`config.mk`:
```
export PLATFORM = sky130hd
export DESIGN_NAME = ps2_mouse_packet_assembler_fifo_top
export DESIGN_NICKNAME = d
export VERILOG_FILES = /design/src/rtl/ps2mpa_pkg.sv /design/src/rtl/ps2_mouse_packet_assembler_fifo_top.sv
export VERILOG_INCLUDE_DIRS = /design/src /design/src/rtl
export SDC_FILE = /design/constraint.sdc
export NUM_CORES = 1
export LEC_CHECK = 0
export BUFFER_PORTS_ARGS = -buffer_cell sky130_fd_sc_hd__buf_2
export CORE_UTILIZATION = 59
export CTS_BUF_LIST = sky130_fd_sc_hd__clkbuf_2 sky130_fd_sc_hd__clkbuf_4 sky130_fd_sc_hd__clkbuf_8
export CTS_CLUSTER_DIAMETER = 50
export CTS_CLUSTER_SIZE = 14
export DETAILED_ROUTE_END_ITERATION = 16
export PLACE_DENSITY = 0.89
export SYNTH_ARGS = -nofsm -noshare
export SYNTH_HDL_FRONTEND = slang
export SYNTH_SLANG_ARGS = --single-unit
```
`constraint.sdc`:
```
create_clock -name clock -period 3.1 [get_ports clock]
set_input_delay 0.62 -clock clock [delete_from_list [all_inputs] [get_ports clock]]
set_output_delay 0.62 -clock clock [all_outputs]
set_load 0.1 [all_outputs]
```
`src/rtl/ps2_mouse_packet_assembler_fifo_top_defines.svh`:
```
// Assertion macros shared by the packet assembler RTL.
`ifndef PS2_MOUSE_PACKET_ASSEMBLER_FIFO_TOP_DEFINES_SVH
`define PS2_MOUSE_PACKET_ASSEMBLER_FIFO_TOP_DEFINES_SVH

// Check an implication on every clock edge outside reset.
`define PS2MPA_ASSERT(label, clk, rst, prop, msg) \
   label: assert property (@(posedge clk) disable iff (rst) prop) else $error(msg);

// Check an implication on every clock edge, reset included.
`define PS2MPA_ASSERT_ALWAYS(label, clk, prop, msg) \
   label: assert property (@(posedge clk) prop) else $error(msg);

`endif

```
`src/rtl/ps2mpa_pkg.sv`:
```
// Types and constants of the PS/2 mouse packet assembler.
package ps2mpa_pkg;

   localparam int BYTE_W      = 8;
   localparam int BUTTONS_W   = 3;
   localparam int SYNC_BIT    = 3;
   localparam int ENTRY_W     = BUTTONS_W + 2 * BYTE_W;
   localparam int REQ_TDATA_W = 8;
   localparam int REQ_TUSER_W = 2;
   localparam int RSP_TDATA_W = 24;
   localparam int RSP_TUSER_W = 1;

   localparam logic CMD_DATA = 1'b0;
   localparam logic CMD_READ = 1'b1;

   localparam logic [1:0] POS_FIRST  = 2'd0;
   localparam logic [1:0] POS_SECOND = 2'd1;
   localparam logic [1:0] POS_THIRD  = 2'd2;

   typedef struct packed {
      logic signed [BYTE_W-1:0]    delta_y;
      logic signed [BYTE_W-1:0]    delta_x;
      logic        [BUTTONS_W-1:0] buttons;
   } entry_type;

endpackage

```
`src/rtl/ps2_mouse_packet_assembler_fifo_top.sv`:
```
// Top level of the PS/2 mouse packet assembler with its packet queue.
//
// Usage:
//   req channel: each word is either a controller byte (tuser[0] = 0) with
//   its auxiliary-port flag in tuser[1] and the byte in tdata, or a read
//   request (tuser[0] = 1). Auxiliary bytes build three-byte mouse packets;
//   a first byte with bit 3 clear is dropped to regain sync. A finished
//   packet goes into a ring queue of QUEUE_DEPTH entries (QUEUE_DEPTH-1
//   usable) and is dropped when the queue is full.
//   rsp channel: one word per read request, tuser = read_ok, tdata holds
//   buttons, delta_x and delta_y, all zero when the queue was empty.
//   Read path: the queue memory is read at the edge that accepts a read
//   request, and the output register loads at the next edge unless rsp
//   stalls. One word is accepted each cycle while rsp drains.
//   Stall: when rsp_tready is low the output register and the memory read
//   stage hold one result each; after that req_tready drops until rsp
//   drains. Bytes and reads are treated alike by this interlock.
//   Reset: synchronous; clears packet position, pointers and valid flags.
//   Queue memory contents are not cleared and need no clearing pass.
`include "ps2_mouse_packet_assembler_fifo_top_defines.svh"

module ps2_mouse_packet_assembler_fifo_top #(
   parameter int QUEUE_DEPTH = 64
) (
   input  logic                                clock,
   input  logic                                reset,
   input  logic                                req_tvalid,
   output logic                                req_tready,
   input  logic [ps2mpa_pkg::REQ_TDATA_W-1:0]  req_tdata,  // [7:0] data_byte
   input  logic [ps2mpa_pkg::REQ_TUSER_W-1:0]  req_tuser,  // [0] command, [1] from_aux
   output logic                                rsp_tvalid,
   input  logic                                rsp_tready,
   output logic [ps2mpa_pkg::RSP_TDATA_W-1:0]  rsp_tdata,  // [2:0] buttons, [10:3] delta_x,
                                                           // [18:11] delta_y, [23:19] zero
   output logic [ps2mpa_pkg::RSP_TUSER_W-1:0]  rsp_tuser   // [0] read_ok
);
   import ps2mpa_pkg::*;

   localparam int PTR_W = $clog2(QUEUE_DEPTH);
   localparam logic [PTR_W-1:0] LAST_SLOT = PTR_W'(QUEUE_DEPTH - 1);

   logic                 req_acc;
   logic                 is_read;
   logic                 is_aux_byte;
   logic                 s1_move;
   logic                 out_load;
   logic                 queue_empty;
   logic                 queue_full;
   logic                 push_en;
   logic                 pop_en;
   logic [PTR_W-1:0]     wr_next;
   logic [PTR_W-1:0]     rd_next;
   entry_type            push_entry;
   entry_type            out_entry_in;

   logic [1:0]           pos_ff, pos_in;
   logic [BUTTONS_W-1:0] first_ff, first_in;
   logic [BYTE_W-1:0]    second_ff, second_in;
   logic [PTR_W-1:0]     rd_ptr_ff, rd_ptr_in;
   logic [PTR_W-1:0]     wr_ptr_ff, wr_ptr_in;
   logic                 s1_valid_ff, s1_valid_in;
   logic                 s1_ok_ff, s1_ok_in;
   logic                 out_valid_ff, out_valid_in;
   logic                 out_ok_ff;
   entry_type            out_entry_ff;
   entry_type            ram_rd_ff;

   entry_type            packet_mem [QUEUE_DEPTH];

   assign req_tready  = !(s1_valid_ff && out_valid_ff && !rsp_tready);
   assign req_acc     = req_tvalid && req_tready;
   assign is_read     = (req_tuser[0] == CMD_READ);
   assign is_aux_byte = (req_tuser[0] == CMD_DATA) && req_tuser[1];

   assign wr_next     = (wr_ptr_ff == LAST_SLOT) ? '0 : wr_ptr_ff + PTR_W'(1);
   assign rd_next     = (rd_ptr_ff == LAST_SLOT) ? '0 : rd_ptr_ff + PTR_W'(1);
   assign queue_empty = (rd_ptr_ff == wr_ptr_ff);
   assign queue_full  = (wr_next == rd_ptr_ff);

   assign push_en = req_acc && is_aux_byte && (pos_ff == POS_THIRD) && !queue_full;
   assign pop_en  = req_acc && is_read && !queue_empty;

   assign push_entry.buttons = first_ff;
   assign push_entry.delta_x = second_ff;
   assign push_entry.delta_y = req_tdata[BYTE_W-1:0];

   assign out_load = !out_valid_ff || rsp_tready;
   assign s1_move  = s1_valid_ff && out_load;

   always_comb begin
      pos_in    = pos_ff;
      first_in  = first_ff;
      second_in = second_ff;
      if (req_acc && is_aux_byte) begin
         unique case (pos_ff)
            POS_FIRST: begin
               if (req_tdata[SYNC_BIT]) begin
                  first_in = req_tdata[BUTTONS_W-1:0];
                  pos_in   = POS_SECOND;
               end
            end
            POS_SECOND: begin
               second_in = req_tdata[BYTE_W-1:0];
               pos_in    = POS_THIRD;
            end
            POS_THIRD: pos_in = POS_FIRST;
            default:   pos_in = POS_FIRST;
         endcase
      end
   end

   always_comb begin
      wr_ptr_in = push_en ? wr_next : wr_ptr_ff;
      rd_ptr_in = pop_en ? rd_next : rd_ptr_ff;
   end

   always_comb begin
      s1_valid_in = s1_valid_ff && !out_load;
      s1_ok_in    = s1_ok_ff;
      if (req_acc && is_read) begin
         s1_valid_in = 1'b1;
         s1_ok_in    = !queue_empty;
      end
      out_valid_in = out_valid_ff && !rsp_tready;
      if (s1_move) begin
         out_valid_in = 1'b1;
      end
      out_entry_in = s1_ok_ff ? ram_rd_ff : '0;
   end

   always_ff @(posedge clock) begin
      if (push_en) begin
         packet_mem[wr_ptr_ff] <= push_entry;
      end
      if (pop_en) begin
         ram_rd_ff <= packet_mem[rd_ptr_ff];
      end
   end

   always_ff @(posedge clock) begin
      if (reset) begin
         pos_ff       <= POS_FIRST;
         first_ff     <= '0;
         second_ff    <= '0;
         rd_ptr_ff    <= '0;
         wr_ptr_ff    <= '0;
         s1_valid_ff  <= 1'b0;
         out_valid_ff <= 1'b0;
      end else begin
         pos_ff       <= pos_in;
         first_ff     <= first_in;
         second_ff    <= second_in;
         rd_ptr_ff    <= rd_ptr_in;
         wr_ptr_ff    <= wr_ptr_in;
         s1_valid_ff  <= s1_valid_in;
         out_valid_ff <= out_valid_in;
      end
   end

   always_ff @(posedge clock) begin
      s1_ok_ff <= s1_ok_in;
      if (s1_move) begin
         out_ok_ff    <= s1_ok_ff;
         out_entry_ff <= out_entry_in;
      end
   end

   assign rsp_tvalid = out_valid_ff;
   assign rsp_tuser  = out_ok_ff;
   assign rsp_tdata  = {(RSP_TDATA_W - ENTRY_W)'(0), out_entry_ff};

   `PS2MPA_ASSERT(a_ptr_range, clock, reset, (rd_ptr_ff <= LAST_SLOT) && (wr_ptr_ff <= LAST_SLOT), "queue pointer out of range")
   `PS2MPA_ASSERT(a_push_not_full, clock, reset, push_en |-> (wr_next != rd_ptr_ff), "push into a full queue")
   `PS2MPA_ASSERT(a_read_lands, clock, reset, (req_acc && is_read) |=> s1_valid_ff, "read request lost before output stage")
   `PS2MPA_ASSERT(a_s1_hold, clock, reset, (s1_valid_ff && !out_load) |=> (s1_valid_ff && $stable(s1_ok_ff)), "stalled read stage changed")
   `PS2MPA_ASSERT_ALWAYS(a_rst_idle, clock, $past(reset) |-> (!rsp_tvalid && (pos_ff == POS_FIRST)), "state not cleared by reset")

endmodule

```
## Word-level counts from Yosys, hierarchy flattened

Memories as Yosys holds them, arrays and structs flattened. A register that Yosys moved wholly into a read port is not among the register bits.
Index checks and enable logic that the tools add are counted.
W data, S select, Z words.

| cells by class | value |
|---|---|
| multiplexer cells | 8 |
| bitwise logic cells | 1 |
| $add $sub $neg | 2 |
| reductions and logical operators | 23 |
| equal/unequal tests | 7 |

Operator list:

| operator | number |
|---|---|
| $add A6 B1 Y6 const B | 2 |
| $eq A6 B6 Y1 | 2 |
| $eq A6 B6 Y1 const B | 2 |
| $logic_and A1 B1 Y1 | 12 |
| $mux W6 | 2 |
| $logic_not A1 Y1 | 6 |
| $mux W1 | 4 |
| $pmux W2 S2 | 1 |
| $reduce_and A2 Y1 | 2 |
| $reduce_and A3 Y1 | 1 |
| $eq A2 B1 Y1 const B | 1 |
| $eq A2 B2 Y1 const B | 1 |
| $logic_not A2 Y1 | 1 |
| $mux W2 | 1 |
| $ne A2 B2 Y1 const B | 1 |
| $logic_or A1 B1 Y1 | 1 |
| $not A1 Y1 | 1 |

| storage, ports and cells | value |
|---|---|
| input port bits | 14 |
| output and inout bits | 27 |
| word-level logic and storage cells | 54 |
| memory bits (writable) | 1,216 |
| memories | 1 |
| register bits | 48 |

Memory list:

| memory | words | width | read ports | clocked after memory_dff | write ports | RTL line | text |
|---|---|---|---|---|---|---|---|
| packet_mem | 64 | 19 | 1 | 1 | 1 | ps2_mouse_packet_assembler_fifo_top.sv:68 | `entry_type packet_mem [QUEUE_DEPTH];` |

## Logic depth before layout (Yosys ltp)

| logic depth | value |
|---|---|
| depth after elaboration | 9 |
| depth in mapped cells | 10 |
| gate-level depth less buffers | 7 |

## Worst setup path after synthesis

Ideal clock, no wire load.

| timing | value |
|---|---|
| kind | register to register |
| start point | reg out_valid_ff (netlist: rsp_tvalid) |
| end point | mem packet_mem[56][0] (netlist name), enable pin |
| setup time | 395 ps |
| arrival | 3,997 ps |
| buffers on the path | 1 |
| path slack | -1,291 ps |
| cell stages (with the launch flop) | 7 |
| data required time | 2,705 ps |
| clock period less this slack | 4,391 ps |
| cell sequence | dfxtp_1 nand3b_1 nand4b_1 nor3b_1 buf_2 nand4b_1 nor2_1 |

| on the way | value |
|---|---|
| word-level cells in the longest chain between the ends | 9 |

RTL lines:

| item | RTL line | text |
|---|---|---|
| start, declared | ps2_mouse_packet_assembler_fifo_top.sv:63 | `logic out_valid_ff, out_valid_in;` |
| start signal, assigned | ps2_mouse_packet_assembler_fifo_top.sv:156 | `out_valid_ff <= out_valid_in;` |
| $logic_and A1 B1 Y1 (2 in series) | ps2_mouse_packet_assembler_fifo_top.sv:70 | `assign req_tready = !(s1_valid_ff && out_valid_ff && !rsp_tready);` |
| $logic_not A1 Y1 | ps2_mouse_packet_assembler_fifo_top.sv:70 |  |
| net req_tready | ps2_mouse_packet_assembler_fifo_top.sv:28 | `output logic req_tready,` |
| $logic_and A1 B1 Y1 | ps2_mouse_packet_assembler_fifo_top.sv:71 | `assign req_acc = req_tvalid && req_tready;` |
| $logic_and A1 B1 Y1 (3 in series) | ps2_mouse_packet_assembler_fifo_top.sv:80 | `assign push_en = req_acc && is_aux_byte && (pos_ff == POS_THIRD) && !queue_full;` |
| $mux W1 | ps2_mouse_packet_assembler_fifo_top.sv:132 | `if (push_en) begin` |
| $mux W1 (not written as such) | ps2_mouse_packet_assembler_fifo_top.sv:133 | `packet_mem[wr_ptr_ff] <= push_entry;` |
| end, declared | ps2_mouse_packet_assembler_fifo_top.sv:68 |  |

The timed path passes the listed nets, and every way through them passes these cells.

## Worst setup path after layout

| timing | value |
|---|---|
| start point | reg wr_ptr_ff[0] |
| end point | mem packet_mem[5][15] (netlist name), enable pin |

| on the way | value |
|---|---|
| word-level cells in the longest chain between the ends | 7 |
| elaborated cells between the ends (all ways) | 8 |
| classes of those cells | add/sub (1); eq/ne (2); mux (3); reduce/logical (2) |

RTL lines:

| item | RTL line | text |
|---|---|---|
| start, declared | ps2_mouse_packet_assembler_fifo_top.sv:60 | `logic [PTR_W-1:0] wr_ptr_ff, wr_ptr_in;` |
| start signal, assigned | ps2_mouse_packet_assembler_fifo_top.sv:154 | `wr_ptr_ff <= wr_ptr_in;` |
| $add A6 B1 Y6 or $eq A6 B6 Y1 (tied branches) | ps2_mouse_packet_assembler_fifo_top.sv:75 | `assign wr_next = (wr_ptr_ff == LAST_SLOT) ? '0 : wr_ptr_ff + PTR_W'(1);` |
| $mux W6 | ps2_mouse_packet_assembler_fifo_top.sv:75 |  |
| $eq A6 B6 Y1 | ps2_mouse_packet_assembler_fifo_top.sv:78 | `assign queue_full = (wr_next == rd_ptr_ff);` |
| $logic_not A1 Y1 | ps2_mouse_packet_assembler_fifo_top.sv:80 |  |
| $logic_and A1 B1 Y1 | ps2_mouse_packet_assembler_fifo_top.sv:80 |  |
| $mux W1 | ps2_mouse_packet_assembler_fifo_top.sv:132 |  |
| $mux W1 (not written as such) | ps2_mouse_packet_assembler_fifo_top.sv:133 |  |

Parallel ways exist; a longest one is shown, timed or not.

==> impl_metrics.toml <==
[drt]
drtPass1Iterations = 8
viasPerCell = 7.09
wirelength_mm = 119
drt_iter0_drc = 4016
wl_per_cell_um = 34.7
drc = 0
ant_nets = 0
vias = 24240

[grt]
antenna_found_initial = 4
grt_pass1_vias = 24626
grt_max_degree = 67
grt-ovfl-total = 0
grt_util_all_layers_pct = 28.3
grt_pass1_wl_mm = 170

[critical_path]
crit_required_ns = 3.60
ff2ff_path_depth = 10
path_class = "reg -> reg"
reg2reg_from = "wr_ptr_ff[0]$_SDFFE_PP0P_"
cpMostUsedCell = "buf_4"
arrival_ns = 3.60
cpPeakStageDelay_ns = 0.58
reg2reg_setup_slack_ns = 0.004
cp_max_fo = 19
r2r-end = "packet_mem[5][15]$_DFFE_PP_"
worst_setup_path_start_kind = "flip-flop"
timing.critical_path.cells = "ha_1 > and3_1 > a31oi_1 > xor2_1 > or4_4 > buf_4 > nand4_1 > buf_4 > nor2_2 > buf_12"
end_kind = "flip-flop"
crit_slowest_cell = "or4_4"

[cells_and_area]
layout_common_cells = "edfxtp_1 (1256), mux4_2 (363), clkbuf_8 (115)"
multiInputGateArea_um2 = 10700
seqCellArea_um2 = 38300
nFillCells = 4565
final_common_cell = "edfxtp_1"
fin_cells = 3418
nNetsFinal = 2311
drive_gt1_share_pct = 33.8
syn_to_final_growth_pct = 11.4

[pwr]
p_switching_mw = 5.67
intPower_mw = 23.1
power_frac_clock_pct = 33.3
combPwrFrac_pct = 0.9
swShare_pct = 19.7
power_frac_seq_pct = 65.8
power_density_nw_per_um2 = 524
leakagePower_nw = 17.3
vdd_drop_max_v = 0.000462

[timing]
worst_slew_pin_slew_ns = 1.46
setup_ws_ns = 0.00416
setup_viol = 0
skew_ns = 0.0572
fmax_mhz = 323
drv_slew = 0
post-route-period-util_pct = 99.9
hold_violations = 0
hold_ws_ns = 0.214
fin_crit_ns = 3.10
slew_headroom_pct = 2.69

[hold_path]
hold_path_depth = 4
hold_class = "in -> reg"
hold_start = "rsp_tready"
min_to = "rsp_tvalid$_SDFF_PP0_"

[die]
dieArea_um2 = 84500
core-area_um2 = 82200
pin_count = 41
initial_core_util_pct = 59.8
die_w_um = 291
die_y_um = 291
core.rowCount = 105

[place]
hpwlAfterDp_mm = 68.3
place_congestion = 0.918
portBuffers = 35
place_inst = 3253
preCtsSetupSlack_ns = 0.0776

[cts]
cts_made_buffers = 109
cts_setup_buffers = 0
clk_pin_slew_worst_paths_ns = 0.10
clock-sinks = 1283
htree_levels = 3
cts_max_path_buffers = 3
ctsHoldBuffers = 0
clk_latency_ns = 0.80
cts_tree = "yes"
cts-root-buf = "clkbuf_8"

[flow_run]
max-cap-violations = 0

[yosys]
ys_seq_area_share_pct = 77.8
ys_types = 45
yosysWarnings = 0
yosys_register_bits = 1283
avgSynthCellArea_um2 = 23.3
synth_cells = 2112
synthesis.area_um2 = 49200

[outcome]
status = "completed"
[metrics by stage]
stage | total power [mW] | instance area (µm²) | utilization, % | TNS [ns]
2_1_floorplan | 19.4 | 49500 | - | -884.55
3_3_place_gp | 19.5 | 52700 | 64.1 | 0
3_5_place_dp | 19.6 | 52700 | 64.1 | 0
4_1_cts | 28.8 | 54700 | 66.6 | 0
5_1_grt | 29.4 | 54800 | 66.6 | -0.148
6_report | 28.7 | 54800 | 66.6 | 0
[worst max-delay path by stage]
| stage | cells past startpoint | startpoint | slack [ns] | endpoint |
|---|---|---|---|---|
| final | 10 | wr_ptr_ff[0]$_SDFFE_PP0P_ | 0.004 | packet_mem[5][15]$_DFFE_PP_ |
| after global routing | 10 | wr_ptr_ff[0]$_SDFFE_PP0P_ | -0.02 | packet_mem[5][15]$_DFFE_PP_ |
| after CTS | 9 | wr_ptr_ff[2]$_SDFFE_PP0P_ | 0.10 | packet_mem[0][9]$_DFFE_PP_ |
| after detailed placement | 7 | wr_ptr_ff[2]$_SDFFE_PP0P_ | 0.08 | packet_mem[56][8]$_DFFE_PP_ |
| after global placement | 7 | wr_ptr_ff[0]$_SDFFE_PP0P_ | 0.22 | packet_mem[56][13]$_DFFE_PP_ |
| after floorplan | 6 | rsp_tready | -0.89 | packet_mem[0][0]$_DFFE_PP_ |
[timing repair]
action / 4_1_cts / 5_1_grt
hold endpoints to repair: 0 / 0
gates resized for setup: 1 / 1
endpoints found under the setup margin: 26 / 87
[cell type report]
cell class	count	share of cell area [%]
Sequential cell	1283	69.9
Clock inverter	28	0.594
Clock buffer	135	3.16
Antenna cell	1	0.00457
Tap cell	1070	2.44
Inverter	6	0.0411
Timing Repair Buffer	188	4.38
Multi-Input combinational cell	707	19.5
[kinds of logic after synthesis]
logic type / Yosys count / share of synthesized area [%]
flops: 1283 / 77.8
mux: 387 / 17.1
simple gates: 194 / 1.94
buf+inv: 126 / 1.30
compound gates: 103 / 1.53
xor+xnor: 16 / 0.285
fa+ha+maj: 2 / 0.0509
other cells: 1 / 0.00762
[routing by layer]
metal / vias to the layer above / global-route usage, % / part of all wire [%]
met5: - / 0 / 0
met1: 12497 / 36.6 / 33
li1: 9301 / - / -
met3: 410 / 6.26 / 12
met4: 0 / 14.0 / 5.6
met2: 2032 / 46.2 / 50
[registers in the layout, summed over array words and instances (netlist names), 2 cells and up]
register    flops
first_ff        3
rsp_tdata      19
rd_ptr_ff       6
packet_mem   1216
wr_ptr_ff       6
ram_rd_ff      19
pos_ff          2
second_ff       8
[Yosys cell counts (all sizes together)]
cell type | instances | area [µm²]
a31oi | 2 | 12.5
o221ai | 1 | 8.76
nor3b | 1 | 7.51
a21boi | 1 | 7.51
ha | 2 | 25.0
conb | 1 | 3.75
a41o | 1 | 10.0
mux4 | 363 | 8180
xor2 | 7 | 61.3
clkbuf | 42 | 158
inv | 6 | 22.5
nor4 | 2 | 12.5
or4 | 3 | 22.5
o211ai | 4 | 30.0
edfxtp | 1256 | 37700
nand4 | 6 | 37.5
nand2 | 20 | 75.1
a221o | 15 | 150
or3 | 2 | 12.5
mux2 | 2 | 22.5
nor2b | 21 | 131
mux2i | 22 | 220
a21o | 1 | 7.51
dfxtp | 27 | 541
nand3b | 2 | 18.8
xnor2 | 9 | 78.8
o41ai | 2 | 17.5
and2 | 22 | 138
nand3 | 23 | 115
a211oi | 15 | 113
a21bo | 2 | 20.0
o21ai | 2 | 10.0
nor2 | 83 | 312
nor4b | 2 | 17.5
a22oi | 8 | 60.1
a22o | 15 | 131
a21oi | 33 | 165
nand4b | 4 | 35.0
and3 | 3 | 18.8
o21bai | 1 | 7.51
buf | 78 | 459
[critical path: cells and delay by family, from the launching register on]
family          cells  cell delay, ns
simple gates        4            1.05
buf+inv             3            0.65
flops               1            0.34
fa+ha+maj           1            0.29
compound gates      1            0.27
xor+xnor            1            0.18
[power groups by stage]
stage	Sequential (mW)	Combinational [mW]	Clock (mW)
floorplan	19.3	0.0567	0
global placement	19.3	0.245	0
detailed placement	19.3	0.262	0
CTS	18.9	0.262	9.61
global route	18.9	0.273	10.2
finish	18.9	0.266	9.57
(Power assumes the default switching activity.)
